**config.mk**
```make
export PLATFORM = sky130hd
export DESIGN_NAME = dual_pwm_charge_regulator_top
export DESIGN_NICKNAME = d
export VERILOG_FILES = /design/src/rtl/dpcr_pkg.sv /design/src/rtl/dpcr_csr.sv /design/src/rtl/dpcr_datapath.sv /design/src/rtl/dpcr_ctrl.sv /design/src/rtl/dual_pwm_charge_regulator_top.sv
export VERILOG_INCLUDE_DIRS = /design/src /design/src/rtl
export SDC_FILE = /design/constraint.sdc
export NUM_CORES = 2
export LEC_CHECK = 0
export BUFFER_PORTS_ARGS = -buffer_cell sky130_fd_sc_hd__buf_2
export CAP_MARGIN = 15
export CORE_MARGIN = 5
export CORE_UTILIZATION = 25
export CTS_CLUSTER_DIAMETER = 80
export CTS_CLUSTER_SIZE = 10
export DETAILED_ROUTE_END_ITERATION = 16
export PLACE_DENSITY = 0.47
export SYNTH_ARGS = -nofsm -noshare
export SYNTH_HDL_FRONTEND = slang
export SYNTH_SLANG_ARGS = --single-unit
```
**constraint.sdc**
```tcl
create_clock -name clock -period 12.8 [get_ports clock]
set_input_delay 3.2 -clock clock [delete_from_list [all_inputs] [get_ports clock]]
set_output_delay 3.2 -clock clock [all_outputs]
set_load 0.05 [all_outputs]
```
**src/rtl/assert_macros.svh**
```systemverilog
// ----------------------------------------------------------------------------
// Assertion macros
// Shared concurrent assertion forms for the charge regulator RTL.
// ----------------------------------------------------------------------------
`ifndef ASSERT_MACROS_SVH
`define ASSERT_MACROS_SVH

// Same-cycle implication, disabled while reset is high.
`define CHK_IMPLY(lbl, clk, rst, ante, cons, msg) \
   lbl: assert property (@(posedge clk) disable iff (rst) (ante) |-> (cons)) \
      else $error(msg);

// Next-cycle implication, disabled while reset is high.
`define CHK_NEXT(lbl, clk, rst, ante, cons, msg) \
   lbl: assert property (@(posedge clk) disable iff (rst) (ante) |=> (cons)) \
      else $error(msg);

`endif

```
**src/rtl/dpcr_pkg.sv**
```systemverilog
// ----------------------------------------------------------------------------
// dpcr_pkg
// Widths, constants, register codes and controller/datapath interface types
// for the dual PWM charge regulator.
// ----------------------------------------------------------------------------
package dpcr_pkg;

   // Drive level range and loop timing
   localparam int PWM_TOP           = 254;
   localparam int LOOP_PERIOD       = 100;
   localparam int POWER_CHECK_EVERY = 10;

   localparam int LVL_W   = 8;
   localparam int PHASE_W = 7;
   localparam int C10_W   = (POWER_CHECK_EVERY > 1) ? $clog2(POWER_CHECK_EVERY) : 1;
   localparam int C3_W    = 2;

   // Field widths
   localparam int KIND_W = 2;
   localparam int MODE_W = 2;
   localparam int CUR_W  = 12;
   localparam int MV_W   = 14;
   localparam int PWR_W  = 16;

   // Stream and register port widths
   localparam int REQ_DATA_W = 72;
   localparam int RSP_DATA_W = 24;
   localparam int CSR_ADDR_W = 5;
   localparam int CSR_DATA_W = 32;
   localparam int CSR_IDX_W  = 3;

   // Item kinds
   localparam logic [KIND_W-1:0] KIND_STEP  = 2'd0;
   localparam logic [KIND_W-1:0] KIND_START = 2'd1;
   localparam logic [KIND_W-1:0] KIND_END   = 2'd2;

   // Regulation modes
   localparam logic [MODE_W-1:0] MODE_CURRENT = 2'd0;
   localparam logic [MODE_W-1:0] MODE_VOLTAGE = 2'd1;

   // Register indexes
   localparam logic [CSR_IDX_W-1:0] CSR_MODE           = 3'd0;
   localparam logic [CSR_IDX_W-1:0] CSR_TARGET_CURRENT = 3'd1;
   localparam logic [CSR_IDX_W-1:0] CSR_TARGET_VOLTAGE = 3'd2;
   localparam logic [CSR_IDX_W-1:0] CSR_MAX_CURRENT    = 3'd3;
   localparam logic [CSR_IDX_W-1:0] CSR_MAX_POWER_REG  = 3'd4;
   localparam logic [CSR_IDX_W-1:0] CSR_MAX_POWER_TR   = 3'd5;
   localparam logic [CSR_IDX_W-1:0] CSR_MIN_HEADROOM   = 3'd6;

   // Regulator scaling
   localparam int NEARLY_OPEN_LEVEL = 60;
   localparam int REG_SPAN_MV       = 10000;
   localparam int REG_REF_MV        = 1250;
   localparam int REG_HIGHEST_MV    = REG_SPAN_MV + REG_REF_MV;
   localparam int START_DIV         = 2 * REG_HIGHEST_MV;
   localparam int POWER_SCALE       = 1000;

   // Shared multiplier and constant divide by reciprocal
   localparam int MUL_A_W     = 26;
   localparam int MUL_B_W     = 16;
   localparam int MUL_P_W     = MUL_A_W + MUL_B_W;
   localparam int XDIV_W      = 15;
   localparam int DIV_SHIFT   = 25;
   localparam int START_RECIP = (1 << DIV_SHIFT) / START_DIV;
   localparam int END_RECIP   = (1 << DIV_SHIFT) / REG_SPAN_MV;
   localparam int QUO_W       = 11;

   typedef struct packed {
      logic [MODE_W-1:0] mode;
      logic [CUR_W-1:0]  target_current_ma;
      logic [MV_W-1:0]   target_voltage_mv;
      logic [CUR_W-1:0]  max_current_ma;
      logic [PWR_W-1:0]  max_power_regulator_mw;
      logic [PWR_W-1:0]  max_power_transistor_mw;
      logic [MV_W-1:0]   min_headroom_mv;
   } cfg_type;

   localparam cfg_type CFG_RESET = '{
      mode:                    2'd0,
      target_current_ma:       12'd0,
      target_voltage_mv:       14'd0,
      max_current_ma:          12'd1500,
      max_power_regulator_mw:  16'd11000,
      max_power_transistor_mw: 16'd20000,
      min_headroom_mv:         14'd400
   };

   typedef enum logic [2:0] {
      MUL_NONE,
      MUL_ER,
      MUL_ET,
      MUL_PA,
      MUL_PB,
      MUL_Y,
      MUL_Z,
      MUL_R
   } mul_op_type;

   typedef enum logic [3:0] {
      STEP_NONE,
      STEP_PHASE,
      STEP_OVR_REG,
      STEP_OVR_TR,
      STEP_BAL_UP,
      STEP_BAL_DN,
      STEP_OVERCUR,
      STEP_STAB,
      STEP_HEAD,
      STEP_NUDGE_UP,
      STEP_NUDGE_DN,
      STEP_FIX,
      STEP_PRESET
   } step_type;

   typedef enum logic {
      OUT_LEVELS,
      OUT_PARK
   } out_sel_type;

   typedef struct packed {
      logic        load_in;
      logic        div_end;
      mul_op_type  mul_op;
      step_type    step;
      logic        load_out;
      out_sel_type out_sel;
   } cmd_type;

   typedef struct packed {
      logic bal_due;
   } status_type;

endpackage

```
**src/rtl/dpcr_csr.sv**
```systemverilog
// ----------------------------------------------------------------------------
// dpcr_csr
// Configuration register bank behind the register port.
// ----------------------------------------------------------------------------
module dpcr_csr (
   input  logic                             clock,
   input  logic                             reset,
   input  logic                             csr_psel,
   input  logic                             csr_penable,
   input  logic                             csr_pwrite,
   input  logic [dpcr_pkg::CSR_ADDR_W-1:0]  csr_paddr,
   input  logic [dpcr_pkg::CSR_DATA_W-1:0]  csr_pwdata,
   output logic [dpcr_pkg::CSR_DATA_W-1:0]  csr_prdata,
   output logic                             csr_pready,
   output dpcr_pkg::cfg_type                cfg
);

   dpcr_pkg::cfg_type                  cfg_ff;
   logic [dpcr_pkg::CSR_IDX_W-1:0]     idx;
   logic                               wr_en;

   assign idx        = csr_paddr[dpcr_pkg::CSR_ADDR_W-1:2];
   assign csr_pready = 1'b1;
   assign wr_en      = csr_psel && csr_penable && csr_pwrite && csr_pready;
   assign cfg        = cfg_ff;

   always_ff @(posedge clock) begin
      if (reset) begin
         cfg_ff <= dpcr_pkg::CFG_RESET;
      end else if (wr_en) begin
         case (idx)
            dpcr_pkg::CSR_MODE:
               cfg_ff.mode <= csr_pwdata[dpcr_pkg::MODE_W-1:0];
            dpcr_pkg::CSR_TARGET_CURRENT:
               cfg_ff.target_current_ma <= csr_pwdata[dpcr_pkg::CUR_W-1:0];
            dpcr_pkg::CSR_TARGET_VOLTAGE:
               cfg_ff.target_voltage_mv <= csr_pwdata[dpcr_pkg::MV_W-1:0];
            dpcr_pkg::CSR_MAX_CURRENT:
               cfg_ff.max_current_ma <= csr_pwdata[dpcr_pkg::CUR_W-1:0];
            dpcr_pkg::CSR_MAX_POWER_REG:
               cfg_ff.max_power_regulator_mw <= csr_pwdata[dpcr_pkg::PWR_W-1:0];
            dpcr_pkg::CSR_MAX_POWER_TR:
               cfg_ff.max_power_transistor_mw <= csr_pwdata[dpcr_pkg::PWR_W-1:0];
            dpcr_pkg::CSR_MIN_HEADROOM:
               cfg_ff.min_headroom_mv <= csr_pwdata[dpcr_pkg::MV_W-1:0];
            default: begin
               // drop writes past the last register
            end
         endcase
      end
   end

   always_comb begin
      case (idx)
         dpcr_pkg::CSR_MODE:
            csr_prdata = dpcr_pkg::CSR_DATA_W'(cfg_ff.mode);
         dpcr_pkg::CSR_TARGET_CURRENT:
            csr_prdata = dpcr_pkg::CSR_DATA_W'(cfg_ff.target_current_ma);
         dpcr_pkg::CSR_TARGET_VOLTAGE:
            csr_prdata = dpcr_pkg::CSR_DATA_W'(cfg_ff.target_voltage_mv);
         dpcr_pkg::CSR_MAX_CURRENT:
            csr_prdata = dpcr_pkg::CSR_DATA_W'(cfg_ff.max_current_ma);
         dpcr_pkg::CSR_MAX_POWER_REG:
            csr_prdata = dpcr_pkg::CSR_DATA_W'(cfg_ff.max_power_regulator_mw);
         dpcr_pkg::CSR_MAX_POWER_TR:
            csr_prdata = dpcr_pkg::CSR_DATA_W'(cfg_ff.max_power_transistor_mw);
         dpcr_pkg::CSR_MIN_HEADROOM:
            csr_prdata = dpcr_pkg::CSR_DATA_W'(cfg_ff.min_headroom_mv);
         default:
            csr_prdata = '0;
      endcase
   end

endmodule

```
**src/rtl/dpcr_datapath.sv**
```systemverilog
// ----------------------------------------------------------------------------
// dpcr_datapath
// Sample registers, shared multiplier, saturating level adjust unit, phase
// counters and result register of the charge regulator.
// ----------------------------------------------------------------------------
`include "assert_macros.svh"

module dpcr_datapath (
   input  logic                              clock,
   input  logic                              reset,
   input  dpcr_pkg::cfg_type                 cfg,
   input  dpcr_pkg::cmd_type                 cmd,
   output dpcr_pkg::status_type              status,
   input  logic [dpcr_pkg::REQ_DATA_W-1:0]   req_tdata,
   output logic [dpcr_pkg::RSP_DATA_W-1:0]   rsp_tdata
);

   localparam int LW  = dpcr_pkg::LVL_W;
   localparam int AW  = dpcr_pkg::MUL_A_W;
   localparam int BW  = dpcr_pkg::MUL_B_W;
   localparam int PW  = dpcr_pkg::MUL_P_W;
   localparam int CW  = PW + 2;
   localparam int MW  = dpcr_pkg::MV_W;
   localparam int IW  = dpcr_pkg::CUR_W;
   localparam int QW  = dpcr_pkg::QUO_W;
   localparam int XW  = dpcr_pkg::XDIV_W;

   localparam logic signed [3:0] D_ONE  = 4'sd1;
   localparam logic signed [3:0] D_TWO  = 4'sd2;
   localparam logic signed [3:0] D_FOUR = 4'sd4;

   function automatic logic [LW-1:0] sat_add(input logic [LW-1:0] lvl,
                                             input logic signed [3:0] d);
      logic signed [LW+1:0] t;
      t = $signed({2'b00, lvl}) + (LW+2)'(d);
      if (t < 0)
         return '0;
      else if (t > $signed((LW+2)'(dpcr_pkg::PWM_TOP)))
         return LW'(dpcr_pkg::PWM_TOP);
      else
         return t[LW-1:0];
   endfunction

   // sample registers
   logic [IW-1:0] cur_ff;
   logic [MW-1:0] bat_ff;
   logic [MW-1:0] vr_ff;
   logic [MW-1:0] vt_ff;
   logic [MW-1:0] vres_ff;

   // products and quotient
   logic [AW-1:0] er_ff;
   logic [AW-1:0] et_ff;
   logic [PW-1:0] pa_ff;
   logic [PW-1:0] pb_ff;
   logic [QW-1:0] quo_ff;
   logic          div_end_ff;
   logic          neg_ff;
   logic          stab_ff;
   logic [dpcr_pkg::RSP_DATA_W-1:0] rsp_data_ff;

   // control state
   logic [LW-1:0]                  tr_lvl_ff, tr_lvl_in;
   logic [LW-1:0]                  reg_lvl_ff, reg_lvl_in;
   logic [dpcr_pkg::PHASE_W-1:0]   phase_ff, phase_in;
   logic [dpcr_pkg::C10_W-1:0]     c10_ff, c10_in;
   logic [dpcr_pkg::C3_W-1:0]      c3_ff, c3_in;

   logic [AW-1:0] mul_a;
   logic [BW-1:0] mul_b;
   logic [PW-1:0] prod;
   logic [XW-1:0] x_div;
   logic [BW-1:0] divisor;
   logic [AW-1:0] rem;
   logic          fix_up;

   logic [AW-1:0] reg_lim;
   logic [AW-1:0] tr_lim;
   logic [CW-1:0] pa2, pa3, pb2, pb3;
   logic          stab_c;
   logic          nudge_up_c;
   logic          nudge_dn_c;
   logic          to_reg;
   logic [LW-1:0] park;
   logic [LW-1:0] preset_lvl;

   // ---------------------------------------------------------------- multiply
   always_comb begin
      if (cmd.div_end) begin
         if (bat_ff >= MW'(dpcr_pkg::REG_REF_MV))
            x_div = XW'(bat_ff - MW'(dpcr_pkg::REG_REF_MV));
         else
            x_div = XW'(MW'(dpcr_pkg::REG_REF_MV) - bat_ff);
      end else begin
         x_div = XW'(cfg.target_voltage_mv) + XW'(dpcr_pkg::REG_HIGHEST_MV);
      end
   end

   assign divisor = div_end_ff ? BW'(dpcr_pkg::REG_SPAN_MV) : BW'(dpcr_pkg::START_DIV);

   always_comb begin
      unique case (cmd.mul_op)
         dpcr_pkg::MUL_ER: begin
            mul_a = AW'(vr_ff);
            mul_b = BW'(cur_ff);
         end
         dpcr_pkg::MUL_ET: begin
            mul_a = AW'(vt_ff);
            mul_b = BW'(cur_ff);
         end
         dpcr_pkg::MUL_PA: begin
            mul_a = er_ff;
            mul_b = cfg.max_power_transistor_mw;
         end
         dpcr_pkg::MUL_PB: begin
            mul_a = et_ff;
            mul_b = cfg.max_power_regulator_mw;
         end
         dpcr_pkg::MUL_Y: begin
            mul_a = AW'(x_div);
            mul_b = BW'(dpcr_pkg::PWM_TOP);
         end
         dpcr_pkg::MUL_Z: begin
            mul_a = pa_ff[AW-1:0];
            mul_b = div_end_ff ? BW'(dpcr_pkg::END_RECIP) : BW'(dpcr_pkg::START_RECIP);
         end
         dpcr_pkg::MUL_R: begin
            mul_a = AW'(quo_ff);
            mul_b = divisor;
         end
         default: begin
            mul_a = '0;
            mul_b = '0;
         end
      endcase
   end

   assign prod = PW'(mul_a) * PW'(mul_b);

   // remainder check after the reciprocal estimate (off by at most one)
   assign rem    = pa_ff[AW-1:0] - pb_ff[AW-1:0];
   assign fix_up = (rem >= AW'(divisor));

   // ---------------------------------------------------------------- compares
   assign reg_lim = AW'(cfg.max_power_regulator_mw) * AW'(dpcr_pkg::POWER_SCALE);
   assign tr_lim  = AW'(cfg.max_power_transistor_mw) * AW'(dpcr_pkg::POWER_SCALE);
   assign pa2     = CW'({pa_ff, 1'b0});
   assign pb2     = CW'({pb_ff, 1'b0});
   assign pa3     = CW'(pa_ff) + pa2;
   assign pb3     = CW'(pb_ff) + pb2;

   always_comb begin
      stab_c     = 1'b0;
      nudge_up_c = 1'b0;
      nudge_dn_c = 1'b0;
      if (cfg.mode == dpcr_pkg::MODE_CURRENT) begin
         stab_c = (16'(cur_ff) * 16'(10) > 16'(cfg.target_current_ma) * 16'(9)) &&
                  (16'(cur_ff) * 16'(10) < 16'(cfg.target_current_ma) * 16'(11));
         nudge_up_c = 19'(cur_ff) * 19'(100) < 19'(cfg.target_current_ma) * 19'(99);
         nudge_dn_c = 19'(cur_ff) * 19'(100) > 19'(cfg.target_current_ma) * 19'(101);
      end else if (cfg.mode == dpcr_pkg::MODE_VOLTAGE) begin
         stab_c = (19'(bat_ff) * 19'(20) > 19'(cfg.target_voltage_mv) * 19'(19)) &&
                  (19'(bat_ff) * 19'(20) < 19'(cfg.target_voltage_mv) * 19'(21));
         nudge_up_c = 24'(bat_ff) * 24'(1000) < 24'(cfg.target_voltage_mv) * 24'(996);
         nudge_dn_c = 24'(bat_ff) * 24'(1000) > 24'(cfg.target_voltage_mv) * 24'(1004);
      end
   end

   assign to_reg = stab_ff || (c3_ff != '0);

   assign preset_lvl = (quo_ff > QW'(dpcr_pkg::PWM_TOP)) ? LW'(dpcr_pkg::PWM_TOP)
                                                           : quo_ff[LW-1:0];

   always_comb begin
      if (neg_ff)
         park = (quo_ff == '0) ? LW'(1) : '0;
      else if (quo_ff >= QW'(dpcr_pkg::PWM_TOP))
         park = LW'(dpcr_pkg::PWM_TOP);
      else
         park = quo_ff[LW-1:0] + LW'(1);
   end

   // ---------------------------------------------------------------- levels
   always_comb begin
      tr_lvl_in  = tr_lvl_ff;
      reg_lvl_in = reg_lvl_ff;
      phase_in   = phase_ff;
      c10_in     = c10_ff;
      c3_in      = c3_ff;
      unique case (cmd.step)
         dpcr_pkg::STEP_PHASE: begin
            if (phase_ff >= dpcr_pkg::PHASE_W'(dpcr_pkg::LOOP_PERIOD)) begin
               phase_in = dpcr_pkg::PHASE_W'(1);
               c10_in   = dpcr_pkg::C10_W'(1 % dpcr_pkg::POWER_CHECK_EVERY);
               c3_in    = dpcr_pkg::C3_W'(1);
            end else begin
               phase_in = phase_ff + dpcr_pkg::PHASE_W'(1);
               c10_in   = (c10_ff == dpcr_pkg::C10_W'(dpcr_pkg::POWER_CHECK_EVERY - 1))
                          ? '0 : c10_ff + dpcr_pkg::C10_W'(1);
               c3_in    = (c3_ff == dpcr_pkg::C3_W'(2)) ? '0 : c3_ff + dpcr_pkg::C3_W'(1);
            end
         end
         dpcr_pkg::STEP_OVR_REG: begin
            if (er_ff > reg_lim) begin
               reg_lvl_in = sat_add(reg_lvl_ff, D_FOUR);
               tr_lvl_in  = sat_add(tr_lvl_ff, -D_FOUR);
            end
         end
         dpcr_pkg::STEP_OVR_TR: begin
            if (et_ff > tr_lim) begin
               reg_lvl_in = sat_add(reg_lvl_ff, -D_FOUR);
               tr_lvl_in  = sat_add(tr_lvl_ff, D_FOUR);
            end
         end
         dpcr_pkg::STEP_BAL_UP: begin
            if (pa2 > pb3) begin
               reg_lvl_in = sat_add(reg_lvl_ff, D_ONE);
               tr_lvl_in  = sat_add(tr_lvl_ff, -D_ONE);
            end
         end
         dpcr_pkg::STEP_BAL_DN: begin
            if (pa3 < pb2) begin
               reg_lvl_in = sat_add(reg_lvl_ff, -D_ONE);
               tr_lvl_in  = sat_add(tr_lvl_ff, D_ONE);
            end
         end
         dpcr_pkg::STEP_OVERCUR: begin
            if (cur_ff > cfg.max_current_ma)
               tr_lvl_in = sat_add(tr_lvl_ff, -D_TWO);
         end
         dpcr_pkg::STEP_HEAD: begin
            if (15'(vres_ff) + 15'(vt_ff) < 15'(cfg.min_headroom_mv))
               reg_lvl_in = sat_add(reg_lvl_ff, D_ONE);
         end
         dpcr_pkg::STEP_NUDGE_UP: begin
            if (nudge_up_c) begin
               if (to_reg)
                  reg_lvl_in = sat_add(reg_lvl_ff, D_ONE);
               else
                  tr_lvl_in = sat_add(tr_lvl_ff, D_ONE);
            end
         end
         dpcr_pkg::STEP_NUDGE_DN: begin
            if (nudge_dn_c) begin
               if (to_reg)
                  reg_lvl_in = sat_add(reg_lvl_ff, -D_ONE);
               else
                  tr_lvl_in = sat_add(tr_lvl_ff, -D_ONE);
            end
         end
         dpcr_pkg::STEP_PRESET: begin
            reg_lvl_in = preset_lvl;
            tr_lvl_in  = (dpcr_pkg::NEARLY_OPEN_LEVEL > dpcr_pkg::PWM_TOP)
                         ? LW'(dpcr_pkg::PWM_TOP) : LW'(dpcr_pkg::NEARLY_OPEN_LEVEL);
         end
         default: begin
            // hold
         end
      endcase
   end

   always_ff @(posedge clock) begin
      if (reset) begin
         tr_lvl_ff  <= '0;
         reg_lvl_ff <= LW'(dpcr_pkg::PWM_TOP);
         phase_ff   <= '0;
         c10_ff     <= '0;
         c3_ff      <= '0;
      end else begin
         tr_lvl_ff  <= tr_lvl_in;
         reg_lvl_ff <= reg_lvl_in;
         phase_ff   <= phase_in;
         c10_ff     <= c10_in;
         c3_ff      <= c3_in;
      end
   end

   // ---------------------------------------------------------------- payload
   always_ff @(posedge clock) begin
      if (cmd.load_in) begin
         cur_ff  <= req_tdata[11:0];
         bat_ff  <= req_tdata[25:12];
         vr_ff   <= req_tdata[39:26];
         vt_ff   <= req_tdata[53:40];
         vres_ff <= req_tdata[67:54];
         stab_ff <= 1'b0;
      end else if (cmd.step == dpcr_pkg::STEP_STAB) begin
         stab_ff <= stab_c;
      end

      unique case (cmd.mul_op)
         dpcr_pkg::MUL_ER: er_ff <= prod[AW-1:0];
         dpcr_pkg::MUL_ET: et_ff <= prod[AW-1:0];
         dpcr_pkg::MUL_PA: pa_ff <= prod;
         dpcr_pkg::MUL_PB: pb_ff <= prod;
         dpcr_pkg::MUL_Y: begin
            pa_ff      <= prod;
            div_end_ff <= cmd.div_end;
            neg_ff     <= (bat_ff < MW'(dpcr_pkg::REG_REF_MV));
         end
         dpcr_pkg::MUL_Z: quo_ff <= prod[dpcr_pkg::DIV_SHIFT +: QW];
         dpcr_pkg::MUL_R: pb_ff <= prod;
         default: begin
         end
      endcase

      if (cmd.step == dpcr_pkg::STEP_FIX && fix_up)
         quo_ff <= quo_ff + QW'(1);

      if (cmd.load_out) begin
         if (cmd.out_sel == dpcr_pkg::OUT_PARK)
            rsp_data_ff <= {7'b0, 1'b0, park, 8'b0};
         else
            rsp_data_ff <= {7'b0, stab_ff, reg_lvl_ff, tr_lvl_ff};
      end
   end

   assign rsp_tdata = rsp_data_ff;

   // balance runs when the phase about to be entered is a multiple of the check period
   assign status.bal_due = (phase_ff >= dpcr_pkg::PHASE_W'(dpcr_pkg::LOOP_PERIOD))
                           ? ((1 % dpcr_pkg::POWER_CHECK_EVERY) == 0)
                           : (c10_ff == dpcr_pkg::C10_W'(dpcr_pkg::POWER_CHECK_EVERY - 1));

   `CHK_IMPLY(a_levels_in_range, clock, reset, 1'b1, (tr_lvl_ff <= LW'(dpcr_pkg::PWM_TOP)) && (reg_lvl_ff <= LW'(dpcr_pkg::PWM_TOP)), "drive level above PWM top")
   `CHK_NEXT(a_phase_step_nonzero, clock, reset, cmd.step == dpcr_pkg::STEP_PHASE, (phase_ff != '0) && (phase_ff <= dpcr_pkg::PHASE_W'(dpcr_pkg::LOOP_PERIOD)), "phase outside its cycle after a step")

endmodule

```
**src/rtl/dpcr_ctrl.sv**
```systemverilog
// ----------------------------------------------------------------------------
// dpcr_ctrl
// Sequencer for the charge regulator: accepts an item, walks the datapath
// through multiply, compare and adjust steps, and hands off the result.
// ----------------------------------------------------------------------------
`include "assert_macros.svh"

module dpcr_ctrl (
   input  logic                           clock,
   input  logic                           reset,
   input  logic                           req_tvalid,
   output logic                           req_tready,
   input  logic [dpcr_pkg::KIND_W-1:0]    req_tuser,
   output logic                           rsp_tvalid,
   input  logic                           rsp_tready,
   output dpcr_pkg::cmd_type              cmd,
   input  dpcr_pkg::status_type           status
);

   typedef enum logic [4:0] {
      S_IDLE,
      S_PHASE,
      S_MUL_ER,
      S_MUL_ET,
      S_MUL_PA,
      S_MUL_PB,
      S_OVR_REG,
      S_OVR_TR,
      S_BAL_UP,
      S_BAL_DN,
      S_OVERCUR,
      S_STAB,
      S_HEAD,
      S_NUDGE_UP,
      S_NUDGE_DN,
      S_DIV_Y,
      S_DIV_Z,
      S_DIV_R,
      S_DIV_FIX,
      S_PRESET,
      S_RESULT
   } state_type;

   state_type                       state_ff;
   state_type                       state_in;
   logic [dpcr_pkg::KIND_W-1:0]     kind_ff;
   logic                            rsp_valid_ff;
   logic                            out_free;

   assign req_tready = (state_ff == S_IDLE);
   assign rsp_tvalid = rsp_valid_ff;
   assign out_free   = !rsp_valid_ff || rsp_tready;

   always_comb begin
      state_in = state_ff;
      unique case (state_ff)
         S_IDLE: begin
            if (req_tvalid) begin
               case (req_tuser)
                  dpcr_pkg::KIND_STEP:  state_in = S_PHASE;
                  dpcr_pkg::KIND_START: state_in = S_DIV_Y;
                  dpcr_pkg::KIND_END:   state_in = S_DIV_Y;
                  default:              state_in = S_RESULT;
               endcase
            end
         end
         S_PHASE:    state_in = status.bal_due ? S_MUL_ER : S_OVERCUR;
         S_MUL_ER:   state_in = S_MUL_ET;
         S_MUL_ET:   state_in = S_MUL_PA;
         S_MUL_PA:   state_in = S_MUL_PB;
         S_MUL_PB:   state_in = S_OVR_REG;
         S_OVR_REG:  state_in = S_OVR_TR;
         S_OVR_TR:   state_in = S_BAL_UP;
         S_BAL_UP:   state_in = S_BAL_DN;
         S_BAL_DN:   state_in = S_OVERCUR;
         S_OVERCUR:  state_in = S_STAB;
         S_STAB:     state_in = S_HEAD;
         S_HEAD:     state_in = S_NUDGE_UP;
         S_NUDGE_UP: state_in = S_NUDGE_DN;
         S_NUDGE_DN: state_in = S_RESULT;
         S_DIV_Y:    state_in = S_DIV_Z;
         S_DIV_Z:    state_in = S_DIV_R;
         S_DIV_R:    state_in = S_DIV_FIX;
         S_DIV_FIX:  state_in = (kind_ff == dpcr_pkg::KIND_START) ? S_PRESET : S_RESULT;
         S_PRESET:   state_in = S_RESULT;
         S_RESULT:   state_in = out_free ? S_IDLE : S_RESULT;
         default:    state_in = S_IDLE;
      endcase
   end

   always_comb begin
      cmd          = '0;
      cmd.mul_op   = dpcr_pkg::MUL_NONE;
      cmd.step     = dpcr_pkg::STEP_NONE;
      cmd.out_sel  = (kind_ff == dpcr_pkg::KIND_END) ? dpcr_pkg::OUT_PARK
                                                     : dpcr_pkg::OUT_LEVELS;
      cmd.div_end  = (kind_ff == dpcr_pkg::KIND_END);
      unique case (state_ff)
         S_IDLE:     cmd.load_in = req_tvalid;
         S_PHASE:    cmd.step = dpcr_pkg::STEP_PHASE;
         S_MUL_ER:   cmd.mul_op = dpcr_pkg::MUL_ER;
         S_MUL_ET:   cmd.mul_op = dpcr_pkg::MUL_ET;
         S_MUL_PA:   cmd.mul_op = dpcr_pkg::MUL_PA;
         S_MUL_PB:   cmd.mul_op = dpcr_pkg::MUL_PB;
         S_OVR_REG:  cmd.step = dpcr_pkg::STEP_OVR_REG;
         S_OVR_TR:   cmd.step = dpcr_pkg::STEP_OVR_TR;
         S_BAL_UP:   cmd.step = dpcr_pkg::STEP_BAL_UP;
         S_BAL_DN:   cmd.step = dpcr_pkg::STEP_BAL_DN;
         S_OVERCUR:  cmd.step = dpcr_pkg::STEP_OVERCUR;
         S_STAB:     cmd.step = dpcr_pkg::STEP_STAB;
         S_HEAD:     cmd.step = dpcr_pkg::STEP_HEAD;
         S_NUDGE_UP: cmd.step = dpcr_pkg::STEP_NUDGE_UP;
         S_NUDGE_DN: cmd.step = dpcr_pkg::STEP_NUDGE_DN;
         S_DIV_Y:    cmd.mul_op = dpcr_pkg::MUL_Y;
         S_DIV_Z:    cmd.mul_op = dpcr_pkg::MUL_Z;
         S_DIV_R:    cmd.mul_op = dpcr_pkg::MUL_R;
         S_DIV_FIX:  cmd.step = dpcr_pkg::STEP_FIX;
         S_PRESET:   cmd.step = dpcr_pkg::STEP_PRESET;
         S_RESULT:   cmd.load_out = out_free;
         default: begin
         end
      endcase
   end

   always_ff @(posedge clock) begin
      if (reset) begin
         state_ff     <= S_IDLE;
         kind_ff      <= dpcr_pkg::KIND_STEP;
         rsp_valid_ff <= 1'b0;
      end else begin
         state_ff <= state_in;
         if (state_ff == S_IDLE && req_tvalid)
            kind_ff <= req_tuser;
         if (cmd.load_out)
            rsp_valid_ff <= 1'b1;
         else if (rsp_tready)
            rsp_valid_ff <= 1'b0;
      end
   end

   `CHK_NEXT(a_busy_after_accept, clock, reset, req_tvalid && req_tready, !req_tready, "accepted a second item without finishing the first")
   `CHK_IMPLY(a_result_into_free_slot, clock, reset, cmd.load_out, !rsp_valid_ff || rsp_tready, "result overwrote an untaken transfer")
   `CHK_IMPLY(a_idle_issues_nothing, clock, reset, state_ff == S_IDLE, (cmd.mul_op == dpcr_pkg::MUL_NONE) && (cmd.step == dpcr_pkg::STEP_NONE) && !cmd.load_out, "datapath command issued while idle")

endmodule

```
**src/rtl/dual_pwm_charge_regulator_top.sv**
```systemverilog
// ----------------------------------------------------------------------------
// dual_pwm_charge_regulator_top
// Regulator and pass transistor PWM level controller driven by sensor items.
// ----------------------------------------------------------------------------
// Usage:
//   req_* takes one sensor item per transfer; req_tuser carries the item kind
//   (control step, charging started, charging ended). rsp_* returns exactly
//   one result per item. csr_* is a register port for mode, targets, limits
//   and budgets; write it only while no item is in flight.
//   The power balance runs on every tenth control step. One item is
//   processed at a time; the sequencer walks a single shared 26x16
//   multiplier and the saturating level adjust logic, one operation per
//   cycle while no result waits on rsp_tready, which sets the rate.
//   Reset clears both drive levels to their park values (transistor 0,
//   regulator at PWM top), the phase to zero and the registers to defaults.
//   A finished result sits in an output register; the next item is accepted
//   while it waits, but its own result is held back until rsp_tready drains
//   the previous one.
// ----------------------------------------------------------------------------
module dual_pwm_charge_regulator_top (
   input  logic                              clock,
   input  logic                              reset,
   // req_tdata: current_ma[11:0], battery_mv[25:12], regulator_drop_mv[39:26],
   //            transistor_drop_mv[53:40], resistor_drop_mv[67:54], zero pad
   input  logic                              req_tvalid,
   output logic                              req_tready,
   input  logic [dpcr_pkg::REQ_DATA_W-1:0]   req_tdata,
   // req_tuser: kind[1:0]
   input  logic [dpcr_pkg::KIND_W-1:0]       req_tuser,
   // rsp_tdata: transistor_pwm[7:0], regulator_pwm[15:8], stabilized[16], zero pad
   output logic                              rsp_tvalid,
   input  logic                              rsp_tready,
   output logic [dpcr_pkg::RSP_DATA_W-1:0]   rsp_tdata,
   input  logic                              csr_psel,
   input  logic                              csr_penable,
   input  logic                              csr_pwrite,
   input  logic [dpcr_pkg::CSR_ADDR_W-1:0]   csr_paddr,
   input  logic [dpcr_pkg::CSR_DATA_W-1:0]   csr_pwdata,
   output logic [dpcr_pkg::CSR_DATA_W-1:0]   csr_prdata,
   output logic                              csr_pready
);

   dpcr_pkg::cfg_type    cfg;
   dpcr_pkg::cmd_type    cmd;
   dpcr_pkg::status_type status;

   dpcr_csr u_csr (
      .clock       (clock),
      .reset       (reset),
      .csr_psel    (csr_psel),
      .csr_penable (csr_penable),
      .csr_pwrite  (csr_pwrite),
      .csr_paddr   (csr_paddr),
      .csr_pwdata  (csr_pwdata),
      .csr_prdata  (csr_prdata),
      .csr_pready  (csr_pready),
      .cfg         (cfg)
   );

   dpcr_ctrl u_ctrl (
      .clock      (clock),
      .reset      (reset),
      .req_tvalid (req_tvalid),
      .req_tready (req_tready),
      .req_tuser  (req_tuser),
      .rsp_tvalid (rsp_tvalid),
      .rsp_tready (rsp_tready),
      .cmd        (cmd),
      .status     (status)
   );

   dpcr_datapath u_datapath (
      .clock     (clock),
      .reset     (reset),
      .cfg       (cfg),
      .cmd       (cmd),
      .status    (status),
      .req_tdata (req_tdata),
      .rsp_tdata (rsp_tdata)
   );

endmodule
```
# --- Word-level counts from Yosys, hierarchy flattened ---
# Cells that the tools add are included.
totals:
  ff_bits: 365
  memories: 0
  latchBits: 0
  ram_bits: 0
  wordCells: 279
  rom_bits: 0
  input_bits: 118
op_classes:
  multipliers: 15
  n_addsub: 21
  div_mod_pow: 0
  bitwise: 0
  mux: 77
  eq_ne: 65
  magnitude_cmp: 38
  n_reduce_logical: 33
  n_shift: 0
op_table:
  columns: ["cell", "count"]
  rows:
  - ["$mux W8", 39]
  - ["$pmux W26 S7", 1]
  - ["$pmux W8 S8", 2]
  - ["$pmux W16 S7", 1]
  - ["$pmux W5 S20", 1]
  - ["$pmux W16 S6", 1]
  - ["$gt A10 B9 Y1 const B", 9]
  - ["$lt A10 B1 Y1 const B", 9]
  - ["$add A42 B43 Y44", 2]
  - ["$gt A26 B26 Y1", 2]
  - ["$pmux W4 S12", 1]
  - ["$mul A16 B7 Y23 const B", 2]
  - ["$mux W15", 3]
  - ["$gt A43 B44 Y1", 1]
  - ["$lt A44 B43 Y1", 1]
  - ["$mul A14 B8 Y22 const B", 2]
  - ["$mul A26 B16 Y42", 1]
  - ["$eq A5 B4 Y1 const B", 8]
  - ["$gt A19 B19 Y1", 2]
  - ["$lt A19 B19 Y1", 2]
  - ["$mul A12 B7 Y19 const B", 2]
  - ["$mul A14 B5 Y19 const B", 2]
  - ["$mul A12 B4 Y16 const B", 2]
  - ["$ge A26 B16 Y1", 1]
  - ["other kinds (68)", 152]

# --- Longest topological paths before layout ---
depth:
  ltp_word: 8
  depth_mapped: 38

# --- Modules after synthesis ---
# Synthesis repeated with hierarchy kept, for this count alone.
unflattened:
  hier_cells: 7082
  hier_area_um2: 63529.7
by_module_without_submodules:
  columns: ["mod", "cells_each", "area_each_um2", "n_inst"]
  rows:
  - ["dpcr_datapath", 6497, 58477.3, 1]
  - ["dpcr_csr", 473, 4267.8, 1]
  - ["dpcr_ctrl", 112, 784.5, 1]

# --- Least setup slack after synthesis ---
# No wires, ideal clock.
synth_path:
  path_kind: "reg-to-reg"
  start: "register u_datapath.bat_ff[1]"
  end: "register u_datapath.pa_ff[40] (data pin)"
  arrival_time_ns: 9.046
  synth_period_minus_slack_ns: 9.315
  path_slack_ns: 3.485
  stages_incl_launch_ff: 37
  setup_ns: 0.269
  path_cell_list: "edfxtp_1 -> inv_1 -> ha_1 -> nand2b_1 -> o22ai_1 -> a311oi_1 -> nand2_1 -> buf_2 -> a31oi_1 -> xnor2_1 -> a211oi_1 -> a2111oi_1 -> nor2_1 -> fa_1 -> inv_1 -> fa_1 -> inv_1 -> fa_1 -> inv_1 -> fa_1 -> inv_1 -> fa_1 -> inv_1 -> fa_1 -> inv_1 -> ha_1 -> a21o_1 -> a21o_1 -> a41o_1 -> a21oi_1 -> o21ai_0 -> a31o_2 -> a21boi_0 -> o21bai_1 -> a221oi_1 -> o21ai_0 -> xor2_1"
synth_via:
  elab_chain_cells: 5
  elab_cells_between_ends: 7
  classes_between: "2 x add/sub; 1 x mul; 1 x order compare; 3 x mux"
synth_lines:
  columns: ["element", "line", "rtl"]
  rows:
  - ["from (decl)", "dpcr_datapath.sv:46", "logic [MW-1:0] bat_ff;"]
  - ["from (signal assigned)", "dpcr_datapath.sv:282", "bat_ff <= req_tdata[25:12];"]
  - ["$sub A11 B14 Y15 (tied with other cells)", "dpcr_datapath.sv:93", "x_div = XW'(MW'(dpcr_pkg::REG_REF_MV) - bat_ff);"]
  - ["$mux W15 *", "dpcr_datapath.sv:90", "if (bat_ff >= MW'(dpcr_pkg::REG_REF_MV))"]
  - ["$mux W15 *", "dpcr_datapath.sv:89", "if (cmd.div_end) begin"]
  - ["$pmux W26 S7 *", "dpcr_datapath.sv:102", "unique case (cmd.mul_op)"]
  - ["$mul A26 B16 Y42 *", "dpcr_datapath.sv:138", "assign prod = PW'(mul_a) * PW'(mul_b);"]
  - ["named net u_datapath.prod[40]", "dpcr_datapath.sv:71", "logic [PW-1:0] prod;"]
  - ["to (signal assigned)", "dpcr_datapath.sv:294", "dpcr_pkg::MUL_PA: pa_ff <= prod;"]
  - ["to (signal assigned)", "dpcr_datapath.sv:297", "pa_ff <= prod;"]
  - ["to (decl)", "dpcr_datapath.sv:54", "logic [PW-1:0] pa_ff;"]
# Mark *: on every way through the listed nets, which the timed path passes. The rest lies on a longest branch.
# A chain may end at the register's enable or synchronous reset.

# --- Final worst setup path ---
layout_path:
  start: "register u_datapath.bat_ff[9]"
  end: "register u_datapath.quo_ff[9] (data pin)"
layout_via:
  elab_chain_cells: 7
  elab_cells_between_ends: 9
  classes_between: "2 x add/sub; 1 x mul; 1 x order compare; 5 x mux"
layout_lines:
  columns: ["element", "line", "rtl"]
  rows:
  - ["$sub A11 B14 Y15 (tied with other cells)", "dpcr_datapath.sv:93", null]
  - ["$mux W15 *", "dpcr_datapath.sv:90", null]
  - ["$mux W15 *", "dpcr_datapath.sv:89", null]
  - ["$pmux W26 S7 *", "dpcr_datapath.sv:102", null]
  - ["$mul A26 B16 Y42 *", "dpcr_datapath.sv:138", null]
  - ["named net u_datapath.prod[34]", "dpcr_datapath.sv:71", null]
  - ["$mux W11 *", "dpcr_datapath.sv:291", "unique case (cmd.mul_op)"]
  - ["$mux W11 *", "dpcr_datapath.sv:307", "if (cmd.step == dpcr_pkg::STEP_FIX && fix_up)"]
  - ["to (signal assigned)", "dpcr_datapath.sv:301", "dpcr_pkg::MUL_Z: quo_ff <= prod[dpcr_pkg::DIV_SHIFT +: QW];"]
  - ["to (signal assigned)", "dpcr_datapath.sv:308", "quo_ff <= quo_ff + QW'(1);"]
  - ["to (decl)", "dpcr_datapath.sv:56", "logic [QW-1:0] quo_ff;"]
# Mark *: on every way through the listed nets, which the timed path passes. The rest lies on a longest branch. The select of a mux whose other input is x is not followed.

==> results_dict.tcl <==
set metrics [dict create \
    io_pins 177 \
    r2r_cells 35 \
    hold_path.startpoint "u_csr.cfg[64]" \
    cts.sinks 358 \
    synth_common_cells "ha_1 (1108), inv_1 (1026), nand2_1 (695)" \
    grt_pass1_vias 52740 \
    hold_viol 0 \
    arrival_ns 11.73 \
    cts_made_buffers 52 \
    p_per_area_nw_per_um2 240.7 \
    grt_first_pass_wirelength_mm 330.5 \
    grt_max_degree 78 \
    outcome "completed" \
    yosys_register_bits 358 \
    synth_top_area_cell "ha_1" \
    rsz0062_at_grt "false" \
    endpoint_kind "register" \
    p_leak_nw 32.28 \
    tightest_slew_ns 1.382 \
    cp.buffers_inverters 6 \
    critical_path_class "register to register" \
    slew_headroom_pct 7.899 \
    syn2layout_area_growth_pct 10.55 \
    ctsLongestPathBuffers 3 \
    postCtsSetupRepairBufs 0 \
    ys_types 93 \
    rrSetupSlack_ns 1.46 \
    syn_area_per_cell_um2 8.877 \
    synth-edff-count 234 \
    path_delay_family "compound AO/OA/AOI/OAI gates" \
    cts_max_level 2 \
    synth.top_cell.area_share_pct 22.20 \
    rr_startpoint "u_datapath.bat_ff[9]" \
    final_util_pct 27.77 \
    hpwl_mm 179.0 \
    yosys-top-cells-area "ha_1 (22%), fa_1 (20%), edfxtp_1 (11%), inv_1 (6.2%), nand2_1 (4.2%)" \
    ir_worst_vdd_uv 588.8 \
    core_region_area_um2 248700 \
    startpoint_type "register" \
    vias_per_cell 4.885 \
    ant_nets 0 \
    finClkSkew_ns 0.07307 \
    die_x_um 509.8 \
    startpoint "u_datapath.bat_ff[9]" \
    wire_per_inst_um 20.81 \
    cts_resized 0 \
    hold_slack_ns 0.4549 \
    rows 183 \
    routed_wl_mm 218.9 \
    worst_path_max_delay_cell "edfxtp_1" \
    multi_input_area_um2 48380 \
    path_depth 35 \
    syn_inst 7036 \
    dp.cells 10430 \
    clk_pin_slew_ns 0.06 \
    drc 0 \
    fmax_mhz 88.16 \
    track_usage_pct 16.64 \
    fin_nets 9010 \
    clockRootBuffer "clkbuf_16" \
    critical_path_required_ns 13.19 \
    critPathMaxStageDelay_ns 0.76 \
    yosysMostFrequentCell "ha_1" \
    die_h_um 509.8 \
    min_period_ns 11.34 \
    final-setup-viol-count 0 \
    fin_cells 10520 \
    grt.overflow.total 0 \
    antenna_found_initial 9 \
    min_path_type "register to register" \
    dieArea_um2 259900 \
    slew_viol_final 0 \
    ys_seq_area_share_pct 15.23 \
    clk_latency_ns 0.71 \
    drt_iter0_markers 3819 \
    first_pass_iters 10 \
    place.gp.congestion 0.9160 \
    yosysWarnings 0 \
    cts_tree "built" \
    vias 51380 \
    period_share_pct 88.62 \
    drive_gt1_share_pct 5.540 \
    ff_latch_area_um2 9509 \
    cp-endpoint "u_datapath.quo_ff[9]" \
    synth_ff_type "edfxtp_1" \
    p_total_w 0.01662 \
    setup_tns_ns 0 \
    port_buffers 130 \
    fillCellCount 26670 \
    r2r-end "u_datapath.quo_ff[9]" \
    syn-cell-area_um2 62460 \
    holdBufCountCts 0 \
    start_util_pct 25.12 \
    async_reset_ff_share_pct 0 \
    critPathMaxFanout 24 \
    cap_violations 0 \
]
state kept, by name, summed over array words and instances, names as in the netlist, 5 cells and up:
| register | cells |
|---|---|
| u_csr.cfg | 86 |
| u_datapath.pa_ff | 42 |
| u_datapath.pb_ff | 42 |
| u_datapath.er_ff | 26 |
| u_datapath.et_ff | 26 |
| u_datapath.rsp_tdata | 17 |
| u_datapath.bat_ff | 14 |
| u_datapath.vr_ff | 14 |
| u_datapath.vres_ff | 14 |
| u_datapath.vt_ff | 14 |
| u_datapath.cur_ff | 12 |
| u_datapath.quo_ff | 11 |
| u_datapath.reg_lvl_ff | 8 |
| u_datapath.tr_lvl_ff | 8 |
| u_datapath.phase_ff | 7 |
| u_ctrl.state_ff | 5 |
area by class of cell:
class	count	area share (%)
multi-input cells	5466	70.07
flip-flops and latches	358	13.77
well taps	3330	6.034
inverters	1031	5.609
repair buffers	243	2.176
clock buffers	68	2.031
clock inverters	18	0.2918
diodes	5	0.01812
worst reg2reg max path: cells and delay by family (launching register included):
kind | cells | cell delay (ns)
AOI/OAI and AO/OA | 14 | 4.43
xor gates and xnor gates | 2 | 0.46
adders and majority gates | 8 | 3.66
buffers and inverters | 6 | 0.50
DFF | 1 | 0.76
muxes | 1 | 0.36
and+or+nand+nor | 4 | 0.87
report_power, final:
part	internal (W)	switching, W
logic	0.00525	0.00791
registers	0.00164	0.000440
clock network	0.000777	0.000604
cell usage in the layout, fill, tap and decap left out, types with 76 or more instances in the layout:
cell,Yosys,routed
nand3_1,114,114
nand2_1,695,695
inv_1,1026,1025
nor3_1,100,97
nand4_1,88,88
xnor2_1,234,234
fa_1,632,632
nor2b_1,76,76
buf_2,8,130
nor2_1,443,442
xor2_1,145,145
edfxtp_1,234,234
dfxtp_1,124,124
buf_4,25,112
ha_1,1108,1108
o21ai_0,274,274
a21o_1,183,183
a21oi_1,435,435
worst min-delay path by stage:
| stage | to | slack [ns] | cells past startpoint |
|---|---|---|---|
| 5_1_grt | u_csr.cfg[64] | 0.47 | 2 |
| 3_3_place_gp | u_csr.cfg[64] | 0.44 | 2 |
| 2_1_floorplan | u_csr.cfg[10] | 0.45 | 2 |
| 3_5_place_dp | u_csr.cfg[64] | 0.45 | 2 |
| 4_1_cts | u_csr.cfg[64] | 0.45 | 2 |
| 6_report | u_csr.cfg[64] | 0.45 | 2 |
cell families (layout without fill, tap and decap cells):
family,Yosys count,in the layout,share of synthesized area (%)
buffers and inverters,1234,1360,7.585
adders and majority gates,1740,1740,42.45
DFF,358,358,15.23
other,2,29,0.01202
muxes,53,53,0.9035
xor gates and xnor gates,379,379,5.315
and+or+nand+nor,1811,1811,13.36
AOI/OAI and AO/OA,1459,1459,15.14
per-stage QoR:
step | setup WS, ns | cell area, um^2
CTS | 1.392 | 69010
finish | 1.456 | 69050
floorplan | 3.485 | 62540
detailed placement | 1.433 | 67410
global placement | 1.503 | 67400
global route | 0.8203 | 69040
metal layers:
metal | vias up | GRT usage (%) | share of wire (%)
li1 | 24340 | - | -
met2 | 1404 | 26.89 | 45
met5 | - | 0 | 0.012
met3 | 264 | 2.343 | 6.1
met1 | 25380 | 22.80 | 45
met4 | 4 | 5.645 | 3.9
(Power assumes the default switching activity.)
